$ cat src/hw/rtl/csa_pkg.sv
// Shared definitions for the contiguous slot allocator: operation and
// status codes, the default pool size, and the controller/datapath link types.
// No dependencies.
package csa_pkg;

    localparam int CSA_SLOT_COUNT = 40;

    localparam int FUNC_W   = 2;
    localparam int BASE_W   = 8;
    localparam int LEN_W    = 8;
    localparam int GBASE_W  = 6;
    localparam int STATUS_W = 2;

    localparam logic [FUNC_W-1:0] FUNC_ALLOC = 2'd0;
    localparam logic [FUNC_W-1:0] FUNC_FREE  = 2'd1;
    localparam logic [FUNC_W-1:0] FUNC_CLEAR = 2'd2;

    localparam logic [STATUS_W-1:0] ST_DONE   = 2'd0;
    localparam logic [STATUS_W-1:0] ST_REJECT = 2'd1;
    localparam logic [STATUS_W-1:0] ST_NOROOM = 2'd2;

    // Commands from the controller to the datapath
    typedef struct packed {
        logic load;   // latch the incoming request
        logic exec;   // decode, apply free or clear, preset the result
        logic step;   // examine one slot of the first-fit scan
        logic mark;   // set the found run as in use
        logic post;   // move the result into the output register
    } csa_cmd_t;

    // Status from the datapath to the controller
    typedef struct packed {
        logic scan_needed;  // latched request is a well-formed allocate
        logic found;        // current scan step completes a free run
        logic last;         // current scan step is at the top slot
    } csa_sts_t;

endpackage

$ cat src/hw/rtl/csa_ctrl.sv
// Sequencer for the contiguous slot allocator: request handshake, scan
// control and output valid. Depends on csa_pkg.
module csa_ctrl (
    input  logic              clk,
    input  logic              rst_n,
    input  logic              in_valid,
    output logic              in_stall,
    output logic              out_valid,
    input  logic              out_stall,
    input  csa_pkg::csa_sts_t sts,
    output csa_pkg::csa_cmd_t cmd
);
    import csa_pkg::*;

    typedef enum logic [4:0] {
        S_IDLE = 5'b00001,
        S_EXEC = 5'b00010,
        S_SCAN = 5'b00100,
        S_MARK = 5'b01000,
        S_POST = 5'b10000
    } state_t;

    state_t state_reg, state_next;
    logic   out_valid_reg, out_valid_next;

    always_comb
    begin
        state_next = state_reg;
        cmd        = '0;
        unique case (state_reg)
            S_IDLE:
            begin
                if (in_valid)
                begin
                    cmd.load   = 1'b1;
                    state_next = S_EXEC;
                end
            end
            S_EXEC:
            begin
                cmd.exec   = 1'b1;
                state_next = sts.scan_needed ? S_SCAN : S_POST;
            end
            S_SCAN:
            begin
                cmd.step = 1'b1;
                if (sts.found)
                    state_next = S_MARK;
                else if (sts.last)
                    state_next = S_POST;
            end
            S_MARK:
            begin
                cmd.mark   = 1'b1;
                state_next = S_POST;
            end
            S_POST:
            begin
                // hold until the output register is free or being drained
                if (!out_valid_reg || !out_stall)
                begin
                    cmd.post   = 1'b1;
                    state_next = S_IDLE;
                end
            end
            default:
            begin
                state_next = S_IDLE;
            end
        endcase
    end

    always_comb
    begin
        out_valid_next = out_valid_reg;
        if (cmd.post)
            out_valid_next = 1'b1;
        else if (out_valid_reg && !out_stall)
            out_valid_next = 1'b0;
    end

    always_ff @(posedge clk or negedge rst_n)
    begin
        if (!rst_n)
        begin
            state_reg     <= S_IDLE;
            out_valid_reg <= 1'b0;
        end
        else
        begin
            state_reg     <= state_next;
            out_valid_reg <= out_valid_next;
        end
    end

    assign in_stall  = (state_reg != S_IDLE);
    assign out_valid = out_valid_reg;

endmodule

$ cat src/hw/rtl/csa_datapath.sv
// Datapath for the contiguous slot allocator: in-use map, first-fit scan
// registers, result and output registers. Depends on csa_pkg.
module csa_datapath #(
    parameter int SLOT_COUNT = csa_pkg::CSA_SLOT_COUNT
) (
    input  logic                         clk,
    input  logic                         rst_n,
    input  logic [csa_pkg::FUNC_W-1:0]   func,
    input  logic [csa_pkg::BASE_W-1:0]   base_slot,
    input  logic [csa_pkg::LEN_W-1:0]    run_length,
    input  csa_pkg::csa_cmd_t            cmd,
    output csa_pkg::csa_sts_t            sts,
    output logic                         granted,
    output logic [csa_pkg::GBASE_W-1:0]  granted_base,
    output logic [csa_pkg::STATUS_W-1:0] status
);
    import csa_pkg::*;

    localparam int IW = (SLOT_COUNT > 1) ? $clog2(SLOT_COUNT) : 1;
    localparam int CW = $clog2(SLOT_COUNT + 1);
    localparam int SW = BASE_W + 1;
    localparam logic [SW-1:0] SLOTS_EXT = SW'(SLOT_COUNT);

    logic [FUNC_W-1:0]     func_reg;
    logic [BASE_W-1:0]     base_reg;
    logic [LEN_W-1:0]      len_reg;
    logic [SLOT_COUNT-1:0] map_reg, map_next;
    logic [IW-1:0]         idx_reg;
    logic [CW-1:0]         run_cnt_reg, run_cnt_next;
    logic [IW-1:0]         run_start_reg;
    logic [IW-1:0]         found_base_reg;
    logic                  res_granted_reg;
    logic [GBASE_W-1:0]    res_base_reg;
    logic [STATUS_W-1:0]   res_status_reg;
    logic                  out_granted_reg;
    logic [GBASE_W-1:0]    out_base_reg;
    logic [STATUS_W-1:0]   out_status_reg;

    logic                  len_ok;
    logic                  alloc_ok;
    logic                  free_ok;
    logic                  slot_free;
    logic [IW-1:0]         base_now;
    logic [SW-1:0]         free_end;

    // bits lo .. lo+len-1 of the pool
    function automatic logic [SLOT_COUNT-1:0] run_mask(input logic [SW-1:0] lo,
                                                       input logic [SW-1:0] len);
        logic [SLOT_COUNT-1:0] m;
        logic [SW-1:0]         hi;
        hi = lo + len;
        for (int k = 0; k < SLOT_COUNT; k++)
            m[k] = (SW'(k) >= lo) && (SW'(k) < hi);
        return m;
    endfunction

    assign len_ok   = (len_reg != '0) && ({1'b0, len_reg} <= SLOTS_EXT);
    assign alloc_ok = (func_reg == FUNC_ALLOC) && len_ok;
    assign free_end = {1'b0, base_reg} + {1'b0, len_reg};
    assign free_ok  = (func_reg == FUNC_FREE) && (len_reg != '0)
                      && ({1'b0, base_reg} < SLOTS_EXT) && (free_end <= SLOTS_EXT);

    assign slot_free    = !map_reg[idx_reg];
    assign run_cnt_next = slot_free ? CW'(run_cnt_reg + 1'b1) : '0;
    assign base_now     = (run_cnt_reg == '0) ? idx_reg : run_start_reg;

    assign sts.scan_needed = alloc_ok;
    assign sts.found       = slot_free && (run_cnt_next == len_reg[CW-1:0]);
    assign sts.last        = (idx_reg == IW'(SLOT_COUNT - 1));

    always_comb
    begin
        map_next = map_reg;
        if (cmd.exec)
        begin
            if (free_ok)
                map_next = map_reg & ~run_mask({1'b0, base_reg}, {1'b0, len_reg});
            else if (func_reg == FUNC_CLEAR)
                map_next = '0;
        end
        else if (cmd.mark)
        begin
            map_next = map_reg | run_mask(SW'(found_base_reg), {1'b0, len_reg});
        end
    end

    always_ff @(posedge clk or negedge rst_n)
    begin
        if (!rst_n)
            map_reg <= '0;
        else
            map_reg <= map_next;
    end

    always_ff @(posedge clk)
    begin
        if (cmd.load)
        begin
            func_reg <= func;
            base_reg <= base_slot;
            len_reg  <= run_length;
        end
        if (cmd.exec)
        begin
            idx_reg         <= '0;
            run_cnt_reg     <= '0;
            res_granted_reg <= 1'b0;
            res_base_reg    <= '0;
            if (alloc_ok)
                res_status_reg <= ST_NOROOM;
            else if (free_ok || func_reg == FUNC_CLEAR)
                res_status_reg <= ST_DONE;
            else
                res_status_reg <= ST_REJECT;
        end
        if (cmd.step)
        begin
            idx_reg     <= idx_reg + 1'b1;
            run_cnt_reg <= run_cnt_next;
            if (slot_free && run_cnt_reg == '0)
                run_start_reg <= idx_reg;
            if (sts.found)
            begin
                found_base_reg  <= base_now;
                res_granted_reg <= 1'b1;
                res_base_reg    <= GBASE_W'(base_now);
                res_status_reg  <= ST_DONE;
            end
        end
        if (cmd.post)
        begin
            out_granted_reg <= res_granted_reg;
            out_base_reg    <= res_base_reg;
            out_status_reg  <= res_status_reg;
        end
    end

    assign granted      = out_granted_reg;
    assign granted_base = out_base_reg;
    assign status       = out_status_reg;

endmodule

$ cat src/hw/rtl/contiguous_slot_allocator_top.sv
// Sequence: free, clear-all and rejected requests pass from acceptance through
//   the exec state to the post state; an allocate also runs the first-fit scan,
//   one slot per cycle, and on a find the mark state, before the post state.
// Throughput: one request at a time; a new request is taken the cycle after
//   the previous result enters the output register, which may still be waiting.
// Reset: rst_n clears the in-use map at once (every slot free) and empties the output.
module contiguous_slot_allocator_top #(
    parameter int SLOT_COUNT = csa_pkg::CSA_SLOT_COUNT
) (
    input  logic                         clk,
    input  logic                         rst_n,
    input  logic                         in_valid,
    output logic                         in_stall,
    input  logic [csa_pkg::FUNC_W-1:0]   func,
    input  logic [csa_pkg::BASE_W-1:0]   base_slot,
    input  logic [csa_pkg::LEN_W-1:0]    run_length,
    output logic                         out_valid,
    input  logic                         out_stall,
    output logic                         granted,
    output logic [csa_pkg::GBASE_W-1:0]  granted_base,
    output logic [csa_pkg::STATUS_W-1:0] status
);
    import csa_pkg::*;

    // Command and status link between the sequencer and the datapath
    csa_cmd_t cmd;
    csa_sts_t sts;

    // Sequencer: accept a request, run the scan, post the result
    csa_ctrl u_ctrl (
        .clk       (clk),
        .rst_n     (rst_n),
        .in_valid  (in_valid),
        .in_stall  (in_stall),
        .out_valid (out_valid),
        .out_stall (out_stall),
        .sts       (sts),
        .cmd       (cmd)
    );

    // Datapath: in-use map, first-fit scan and the result registers
    csa_datapath #(
        .SLOT_COUNT (SLOT_COUNT)
    ) u_datapath (
        .clk          (clk),
        .rst_n        (rst_n),
        .func         (func),
        .base_slot    (base_slot),
        .run_length   (run_length),
        .cmd          (cmd),
        .sts          (sts),
        .granted      (granted),
        .granted_base (granted_base),
        .status       (status)
    );

    // An accepted request always blocks the input on the next cycle
    a_busy_after_accept: assert property (@(posedge clk) disable iff (!rst_n)
        (in_valid && !in_stall) |=> in_stall)
        else $error("input not stalled after request accept");

    // A granted result carries the done status and a base inside the pool
    a_grant_consistent: assert property (@(posedge clk) disable iff (!rst_n)
        (out_valid && granted) |->
            (status == ST_DONE) && (32'(granted_base) < 32'(SLOT_COUNT)))
        else $error("granted result with bad status or base");

    // A refused or non-allocate result reports base zero
    a_nogrant_base_zero: assert property (@(posedge clk) disable iff (!rst_n)
        (out_valid && !granted) |-> (granted_base == '0))
        else $error("nonzero base without grant");

    // A result is never posted while a request is still being taken
    a_no_overlap: assert property (@(posedge clk) disable iff (!rst_n)
        (cmd.post) |-> !(cmd.load || cmd.step || cmd.mark || cmd.exec))
        else $error("overlapping datapath commands");

endmodule

$ cat config.mk
export PLATFORM = sky130hd
export DESIGN_NAME = contiguous_slot_allocator_top
export DESIGN_NICKNAME = d
export VERILOG_FILES = /design/src/hw/rtl/csa_pkg.sv /design/src/hw/rtl/csa_ctrl.sv /design/src/hw/rtl/csa_datapath.sv /design/src/hw/rtl/contiguous_slot_allocator_top.sv
export SDC_FILE = /design/constraint.sdc
export NUM_CORES = 1
export LEC_CHECK = 0
export BUFFER_PORTS_ARGS = -buffer_cell sky130_fd_sc_hd__buf_2
export CORE_MARGIN = 2
export CORE_UTILIZATION = 62
export CTS_CLUSTER_SIZE = 14
export DETAILED_ROUTE_END_ITERATION = 8
export PLACE_DENSITY = 0.8
export SYNTH_ARGS = -nofsm -noshare
export SYNTH_HDL_FRONTEND = slang
export SYNTH_SLANG_ARGS = --single-unit
export TNS_END_PERCENT = 50
$ cat constraint.sdc
create_clock -name clk -period 4.2 [get_ports clk]
set_input_delay 1.26 -clock clk [delete_from_list [all_inputs] [get_ports clk]]
set_output_delay 1.26 -clock clk [all_outputs]
set_load 0.05 [all_outputs]
==> out/qor.yml, run 1 <==
power_and_ir_drop:
  leakagePower_nw: 2.83
  power.density_nw_per_um2: 450
  finalPower_mw: 3.28
  peakVddDrop_v: 0.000352
placement:
  postPlaceCellArea_sq_um: 7110
  dp.final_hpwl_um: 15500
  gp_congestion: 1.03
  preCtsSetupSlack_ps: 852
  portBuffers: 32
clock_network:
  cts_buffer_depth: 2
  postCtsResizedCells: 0
  clk_transition_reported_paths_ps: 100
  clockRootBuffer: "clkbuf_8"
  clock_latency_ps: 390
  htreeDepth: 3
  cts_setup_buffers: 0
  cts_inserted_buffers: 9
  hold_buffers: 0
  cts_num_sinks: 106
  cts_tree: "yes"
flow_run:
  cap_viol_max_count: 0
synth:
  synth_enable_flop_cells: 51
  synth.top_cell.area_share_pct: 22.4
  ys_seq_elements: 106
  yosysTopAreaCell: "edfxtp_1"
  syn_area_sq_um: 6840
  synth_area_per_cell_sq_um: 9.19
  syn_nets: 785
  ys.flop_type: "edfxtp_1"
  ys_warn_count: 0
  synthCells: 744
  synth_cell_types: 76
  ys_seq_area_share_pct: 41.9
  synth-async-reset-ratio_pct: 43.4
  ys_top_cells_by_area: "edfxtp_1, dfrtp_1, a21oi_1"
sta:
  max_freq_mhz: 291
  rsz0062_at_grt: "false"
  setup_viol: 0
  hold_violations: 0
  period_needed_ps: 3440
  final.setup.tns_ps: 0
  setup_ws_ps: 765
  slew_headroom_pct: 29.7
  worstMarginPinSlew_ps: 1050
  maxSlewViolCount: 0
  finalCritPeriodShare_pct: 81.8
  skew_ps: 12.0
routing:
  drc_errors: 0
  drtPass1Iterations: 6
  wl_per_cell_um: 23.0
  ant_nets: 0
  drtIter0Drc: 1185
  drt_wl_total_um: 20700
  num_vias: 6313
  routed_via_density: 6.99
setup_path:
  cp.arrival_ps: 3750
  timing.rr.start: "u_datapath.len_reg[0]"
  critPathLaunchType: "flop"
  crit_chain: "ha_1, fa_1, a211oi_1, nor3b_1, nor2_1, nand3_1, a21oi_1, o221ai_1, o21ai_0"
  worstPathRequired_ps: 4510
  worstSetupStartpoint: "u_datapath.len_reg[0]"
  crit_fanout: 9
  crit_slowest_cell: "nor2_1"
  r2r-end: "u_datapath.map_reg[28]"
  endpoint: "u_datapath.map_reg[28]"
  rr_worst_depth: 9
  max_stage_delay_ps: 630
  path_class: "flop to flop"
  cp-end-kind: "flop"
  path_depth: 9
  r2r_slack_ps: 760
  crit_buf_inv: 0
  cp_top_family: "compound AO/OA/AOI/OAI gates"
floorplan:
  coreArea_sq_um: 10800
  io_pins: 33
  die_h_um: 109
  die_area_sq_um: 11900
  initial_core_util_pct: 63.4
  die_w_um: 109
  rows: 38
final_layout:
  final_design_area_no_fill_sq_um: 7300
  largest_reg_flops: 40
  fillers: 847
  drive_gt1_share_pct: 12.8
  area_growth_pct: 6.75
  diodes: 0
  nNetsFinal: 799
worst_hold_path:
  min_path_type: "flop to flop"
global_route:
  grt_max_degree: 47
  antenna_found_initial: 0
  grt_overflow: 0
  grt_pass1_vias: 5921
  grt_pass1_wl_um: 32200
  grt_usage_pct: 36.3
outcome:
  status: "finished, final reports clean"
## per-layer routing
layer	wire (um)	track usage, %
met1	8550	50.8
met2	9350	54.7
met3	2170	9.32
met4	682	12.6
met5	0	0
## synth_stat cells, types with 9 or more instances
cell / instances
nor2_1: 73
a21oi_1: 61
o21ai_0: 55
nand2_1: 54
edfxtp_1: 51
dfrtp_1: 45
clkbuf_1: 30
nand3_1: 30
nor3_1: 21
ha_1: 17
mux2i_1: 17
a31oi_1: 15
inv_1: 15
a21o_1: 14
buf_2: 14
a211oi_1: 12
mux2_2: 12
and2_1: 11
xor2_1: 10
and3_1: 9
dfxtp_1: 9
o211ai_1: 9
## metrics by stage
stage               hold slack (ps)  instances  utilization, %
finish                          430        903            67.7
floorplan                       400        744               -
detailed placement              406        887            65.9
CTS                             429        903            67.7
global route                    435        903            67.7
global placement                406        887            65.9
## power by group
part | leakage [nW] | switching (mW) | internal [mW]
Combinational | 1.56 | 0.916 | 0.414
Clock | 0.0967 | 0.358 | 0.275
Sequential | 1.18 | 0.121 | 1.20
## worst min-delay path by stage
| stage | from | to | depth (start not counted) |
|---|---|---|---|
| 3_5_place_dp | u_datapath.res_base_reg[4] | u_datapath.granted_base[4] | 0 |
| 3_3_place_gp | u_datapath.res_base_reg[1] | u_datapath.granted_base[1] | 0 |
| 2_1_floorplan | u_datapath.res_base_reg[0] | u_datapath.granted_base[0] | 0 |
| 5_1_grt | u_datapath.res_base_reg[4] | u_datapath.granted_base[4] | 0 |
| 6_report | u_datapath.res_base_reg[2] | u_datapath.granted_base[2] | 0 |
| 4_1_cts | u_datapath.res_base_reg[2] | u_datapath.granted_base[2] | 0 |
## cells by family after synthesis
| kind of cell | synth area share [%] |
|---|---|
| AND/OR/NAND/NOR | 19.6 |
| AO/OA/AOI/OAI | 23.8 |
| flip-flops | 41.9 |
| buffers and inverters | 3.66 |
| multiplexers | 5.12 |
| adder cells (fa/ha/maj) | 3.69 |
| XOR/XNOR | 2.30 |
## layout by cell type (no fill, tap or decap), types with 7 or more instances in the layout
master / count
nand3_1: 30
o211ai_1: 9
a21oi_1: 61
or2_2: 8
a2111oi_0: 7
a211oi_1: 12
dfrtp_1: 45
and2_1: 11
nor3_1: 21
nand2_1: 54
a21o_1: 14
o22ai_1: 7
buf_2: 32
mux2_2: 12
buf_4: 17
dfxtp_1: 9
a31oi_1: 15
nor4_1: 8
xnor2_1: 8
edfxtp_1: 51
clkbuf_8: 9
nand2b_1: 7
inv_1: 15
ha_1: 17
nor2_1: 73
mux2i_1: 17
o21ai_0: 55
and3_1: 9
xor2_1: 10
## layout make-up
class / instances / area (sq um) / share of cell area [%]
Clock inverter: 7 / 67.6 / 0.925
Sequential cell: 106 / 2860 / 39.2
Inverter: 15 / 56.3 / 0.771
Timing Repair Buffer: 49 / 288 / 3.94
Tap cell: 140 / 175 / 2.40
Clock buffer: 9 / 124 / 1.70
Multi-Input combinational cell: 577 / 3730 / 51.0
(Power assumes the default switching activity.)
==> run 2: changes to the inputs <==
==> constraint.sdc (replaced) <==
create_clock -name clk -period 3.3 [get_ports clk]
set_input_delay 0.99 -clock clk [delete_from_list [all_inputs] [get_ports clk]]
set_output_delay 0.99 -clock clk [all_outputs]
set_load 0.05 [all_outputs]
==> out/qor.yml, run 2 (same netlist as run 1, synthesis figures left out) <==
final_layout:
  instances_no_fill: 928  # was 903
  layout_commonest_cell: "nor2_1"  # unchanged
  diodes: 0  # unchanged
  nNetsFinal: 824  # was 799
  area_growth_pct: 10.4  # was 6.75%
  post-route-util_pct: 70.0  # was 67.7%
  largest_reg_flops: 40  # unchanged
  drive_gt1_share_pct: 16.4  # was 12.8%
  final_cell_mix: "nor2_1, a21oi_1, o21ai_0, nand2_1, edfxtp_1"  # unchanged
clock_network:
  cts_buffer_depth: 2  # unchanged
  hold_buffers: 0  # unchanged
  htreeDepth: 3  # unchanged
  cts_tree: "yes"  # unchanged
  cts_num_sinks: 106  # unchanged
  clock_latency_ps: 410  # was 390 ps
  clk_transition_reported_paths_ps: 100  # about the same
  cts_inserted_buffers: 9  # unchanged
  clockRootBuffer: "clkbuf_8"  # unchanged
  cts_setup_buffers: 0  # unchanged
sta:
  setup_viol: 0  # unchanged
  skew_ps: 26.3  # was 12.0 ps
  rsz0062_at_grt: "false"  # unchanged
  period_needed_ps: 3230  # was 3440 ps
  maxSlewViolCount: 0  # unchanged
  finalCritPeriodShare_pct: 97.7  # was 81.8%
  max_freq_mhz: 310  # was 291 MHz
  worstMarginPinSlew_ps: 1090  # was 1050 ps
  holdWs_ps: 437  # was 430 ps
  setup_ws_ps: 75.0  # was 765 ps
  slew_headroom_pct: 27.2  # was 29.7%
  hold_violations: 0  # unchanged
setup_path:
  path_class: "flop to flop"  # unchanged
  worstSetupStartpoint: "u_datapath.len_reg[3]"  # was u_datapath.len_reg[0]
  critPathLaunchType: "flop"  # unchanged
  crit_fanout: 35  # was 9
  cp-end-kind: "flop"  # unchanged
  cp.arrival_ps: 3470  # was 3750 ps
  timing.rr.start: "u_datapath.len_reg[3]"  # was u_datapath.len_reg[0]
  worstPathRequired_ps: 3550  # was 4510 ps
power_and_ir_drop:
  peakVddDrop_v: 0.000520  # was 0.000352 V
  leakagePower_nw: 2.97  # was 2.83 nW
  power.density_nw_per_um2: 578  # was 450 nW/um^2
placement:
  dp.final_hpwl_um: 15900  # was 15,500 um
  portBuffers: 32  # unchanged
  place_inst: 912  # was 887
  preCtsSetupSlack_ps: -107  # was 852 ps
  gp_congestion: 0.983  # was 1.03
floorplan:
  rows: 38  # unchanged
  die_w_um: 109  # unchanged
  die_area_sq_um: 11900  # unchanged
  coreArea_sq_um: 10800  # unchanged
  die_h_um: 109  # unchanged
  io_pins: 33  # unchanged
  initial_core_util_pct: 63.4  # unchanged
global_route:
  grt_max_degree: 47  # unchanged
  grt_overflow: 0  # unchanged
  antenna_found_initial: 0  # unchanged
  grt_pass1_wl_um: 33200  # was 32,200 um
  grt_usage_pct: 37.5  # was 36.3%
  grt_pass1_vias: 6100  # was 5,921
routing:
  num_vias: 6457  # was 6,313
  drt_wl_total_um: 21600  # was 20,700 um
  drtIter0Drc: 809  # was 1,185
  wl_per_cell_um: 23.3  # was 23.0 um
  routed_via_density: 6.96  # was 6.99
  drc_errors: 0  # unchanged
  ant_nets: 0  # unchanged
  drtPass1Iterations: 6  # unchanged
worst_hold_path:
  worstHoldStart: "u_datapath.res_base_reg[4]"  # was u_datapath.res_base_reg[2]
  min_path_type: "flop to flop"  # unchanged
flow_run:
  cap_viol_max_count: 0  # unchanged
outcome:
  status: "finished, final reports clean"  # unchanged
## run 2: worst paths after layout
check	endpoint	slack (ps)	cells past startpoint
min reg2reg	u_datapath.granted_base[4]	440	0
min	u_datapath.granted_base[4]	440	0
max in group asynchronous	u_ctrl.out_valid	1840	1
min in group asynchronous	u_datapath.map_reg[10]	770	1
max	u_datapath.map_reg[0]	70	10
max reg2reg	u_datapath.map_reg[0]	70	10
## run 2: critical path: stages, from the launching register on
cell       delay, ps
edfxtp_1         510
ha_1             490
a2111oi_0        480
o21ai_0          210
and3_1           270
a221oi_4         360
buf_12           250
nor2_1            90
nor2_1           120
buf_4            200
a31oi_1          100
## run 2: what timing repair did
| item | CTS | global route |
|---|---|---|
| endpoints found under the setup margin | 11 | 12 |
| pin swaps | 0 | 0 |
| cloned | 0 | 0 |
| gates resized for setup | 2 | 7 |
## run 2: cell type report
| cell class | instances | area (sq um) |
|---|---|---|
| inverter | 15 | 56.3 |
| clock buffer | 11 | 141 |
| tap | 140 | 175 |
| timing repair buffer | 74 | 500 |
| clock inverter | 5 | 58.8 |
| multi-input combinational | 577 | 3750 |
| fill | 842 | 3240 |
| sequential | 106 | 2860 |
## run 2: per-layer routing
layer  global-route usage [%]  up-vias  part of all wire, %  wire length (um)
met5                        0        -                    0                 0
met4                     20.6        0                  5.1              1110
met3                     7.11       78                  9.6              2070
met2                     56.7      412                   45              9790
met1                     50.7     3078                   40              8650
li1                         -     2889                    -                 -
## run 2: report_power, final
group | switching [mW] | internal, mW | total [mW]
Sequential | 0.120 | 1.53 | 1.65
Clock | 0.476 | 0.377 | 0.854
Combinational | 1.25 | 0.615 | 1.86
## run 2: stage by stage
step	setup TNS (ps)	power [mW]	instance area [sq um]
global placement	-4.33	3.40	7310
floorplan	0	2.86	6840
CTS	0	4.29	7520
finish	0	4.36	7550
global route	0	4.55	7550
detailed placement	-167	3.44	7310
==> run 3: changes to the inputs <==
--- a/config.mk
+++ b/config.mk
@@ -10,6 +10,7 @@
 export CORE_UTILIZATION = 62
 export CTS_CLUSTER_SIZE = 14
 export DETAILED_ROUTE_END_ITERATION = 8
+export GPL_TIMING_DRIVEN = 0
 export PLACE_DENSITY = 0.8
 export SYNTH_ARGS = -nofsm -noshare
 export SYNTH_HDL_FRONTEND = slang
==> out/qor.yml, run 3 (same netlist as run 1, synthesis figures left out) <==
clock_network:
  clock_latency_ps: 390  # was 410 ps
  clockRootBuffer: "clkbuf_8"  # unchanged
  cts_buffer_depth: 2  # unchanged
  cts_inserted_buffers: 9  # unchanged
  clk_transition_reported_paths_ps: 90  # was 100 ps
  htreeDepth: 3  # unchanged
  cts_tree: "yes"  # unchanged
  cts_num_sinks: 106  # unchanged
sta:
  period_needed_ps: 3230  # about the same
  setup_ws_ps: 69.5  # was 75.0 ps
  skew_ps: 17.0  # was 26.3 ps
  slew_headroom_pct: 27.9  # was 27.2%
  max_freq_mhz: 310  # about the same
  holdWs_ps: 452  # was 437 ps
  maxSlewViolCount: 0  # unchanged
  hold_violations: 0  # unchanged
  setup_viol: 0  # unchanged
  worstMarginPinSlew_ps: 1080  # was 1090 ps
  finalCritPeriodShare_pct: 97.9  # was 97.7%
final_layout:
  final_cell_mix: "nor2_1, a21oi_1, o21ai_0, nand2_1, edfxtp_1"  # unchanged
  largest_reg_flops: 40  # unchanged
  diodes: 0  # unchanged
  post-route-util_pct: 70.3  # was 70.0%
  area_growth_pct: 10.9  # was 10.4%
  final_design_area_no_fill_sq_um: 7580  # was 7550 sq um
  layout_commonest_cell: "nor2_1"  # unchanged
  drive_gt1_share_pct: 16.2  # was 16.4%
  nNetsFinal: 839  # was 824
routing:
  drtIter0Drc: 785  # was 809
  drc_errors: 0  # unchanged
  drtPass1Iterations: 6  # unchanged
  wl_per_cell_um: 24.6  # was 23.3 um
  routed_via_density: 7.18  # was 6.96
  num_vias: 6770  # was 6,457
  ant_nets: 0  # unchanged
  drt_wl_total_um: 23200  # was 21,600 um
placement:
  gp_congestion: 1.03  # was 0.983
  dp.final_hpwl_um: 17100  # was 15,900 um
  postPlaceCellArea_sq_um: 7180  # was 7310 sq um
  portBuffers: 32  # unchanged
  preCtsSetupSlack_ps: -458  # was -107 ps
power_and_ir_drop:
  leakagePower_nw: 2.92  # was 2.97 nW
  pwr-share-seq_pct: 38.7  # was 37.7%
  power.density_nw_per_um2: 570  # was 578 nW/um^2
  peakVddDrop_v: 0.000671  # was 0.000520 V
  clock_power_share_pct: 17.3  # was 19.6%
  p_switching_mw: 1.93  # was 1.84 mW
  intPower_mw: 2.39  # was 2.52 mW
  finalPower_mw: 4.33  # was 4.36 mW
  switching_share_pct: 44.7  # was 42.3%
  comb_power_share_pct: 44.0  # was 42.7%
setup_path:
  cp-end-kind: "flop"  # unchanged
  critPathLaunchType: "flop"  # unchanged
  cp.arrival_ps: 3500  # was 3470 ps
  worstPathRequired_ps: 3570  # was 3550 ps
  crit_fanout: 14  # was 35
  path_class: "flop to flop"  # unchanged
global_route:
  grt_overflow: 0  # unchanged
  grt_pass1_wl_um: 34800  # was 33,200 um
  grt_max_degree: 47  # unchanged
  antenna_found_initial: 0  # unchanged
  grt_pass1_vias: 6468  # was 6,100
  grt_usage_pct: 39.5  # was 37.5%
floorplan:
  coreArea_sq_um: 10800  # unchanged
  initial_core_util_pct: 63.4  # unchanged
  io_pins: 33  # unchanged
  die_w_um: 109  # unchanged
  die_area_sq_um: 11900  # unchanged
  die_h_um: 109  # unchanged
  rows: 38  # unchanged
flow_run:
  cap_viol_max_count: 0  # unchanged
worst_hold_path:
  min_path_type: "flop to flop"  # unchanged
outcome:
  status: "finished, final reports clean"  # unchanged
run 3: changes by cell type in the layout (fill, tap and decap cells not counted), sizes merged:
cell	change
bufinv	-1
clkbuf	+29
clkinv	+1
buf	-14
run 3: final cells by class:
class	count	area (sq um)
Multi-Input combinational cell	577	3850
Fill cell	772	3210
Sequential cell	106	2860
Timing Repair Buffer	44	263
Buffer	45	195
Tap cell	140	175
Clock buffer	11	131
Inverter	15	56.3
Clock inverter	5	46.3
run 3: repair_timing:
item,CTS,global route
setup endpoints to repair,46,52
hold buffers,0,0
gates resized for setup,12,21
setup buffers,4,8
pin swaps,3,3
run 3: final timing paths:
kind	slack [ps]	cells past startpoint	to	start
setup / recovery	70	10	u_datapath.res_base_reg[3]	u_datapath.idx_reg[0]
hold / removal	450	0	u_datapath.granted_base[3]	u_datapath.res_base_reg[3]
setup reg to reg	70	10	u_datapath.res_base_reg[3]	u_datapath.idx_reg[0]
hold reg to reg	450	0	u_datapath.granted_base[3]	u_datapath.res_base_reg[3]
max in group asynchronous	1840	1	u_datapath.map_reg[18]	rst_n
min in group asynchronous	790	1	u_datapath.map_reg[10]	rst_n
run 3: worst max-delay path: stages (launching register included):
cell      delay (ps)
edfxtp_1         550
buf_4            310
buf_2            370
mux2i_1          270
nand3_1          110
nand4_1          160
and4_1           380
nand2_1          270
nor2_4           170
buf_12           160
mux2_2           350
run 3: stage by stage:
stage / instances / TNS [ps]
detailed placement: 916 / -10100
global route: 943 / -249
floorplan: 744 / 0
finish: 943 / 0
global placement: 916 / -8620
CTS: 936 / 0
run 3: layer usage:
layer	up-vias	share of wire [%]	routed length (um)	track usage [%]
met3	105	11	2530	9.56
met1	3263	39	8950	52.0
met5	-	0	0	0
met4	0	5.3	1230	18.8
li1	2929	-	-	-
met2	473	45	10500	61.3
run 3: power groups by stage:
stage / sequential [mW] / clock, mW / combinational [mW]
after floorplan: 1.67 / 0 / 1.19
after CTS: 1.66 / 0.746 / 1.75
after global routing: 1.68 / 0.798 / 2.01
after global placement: 1.67 / 0 / 1.67
after detailed placement: 1.68 / 0 / 1.71
final: 1.67 / 0.749 / 1.90
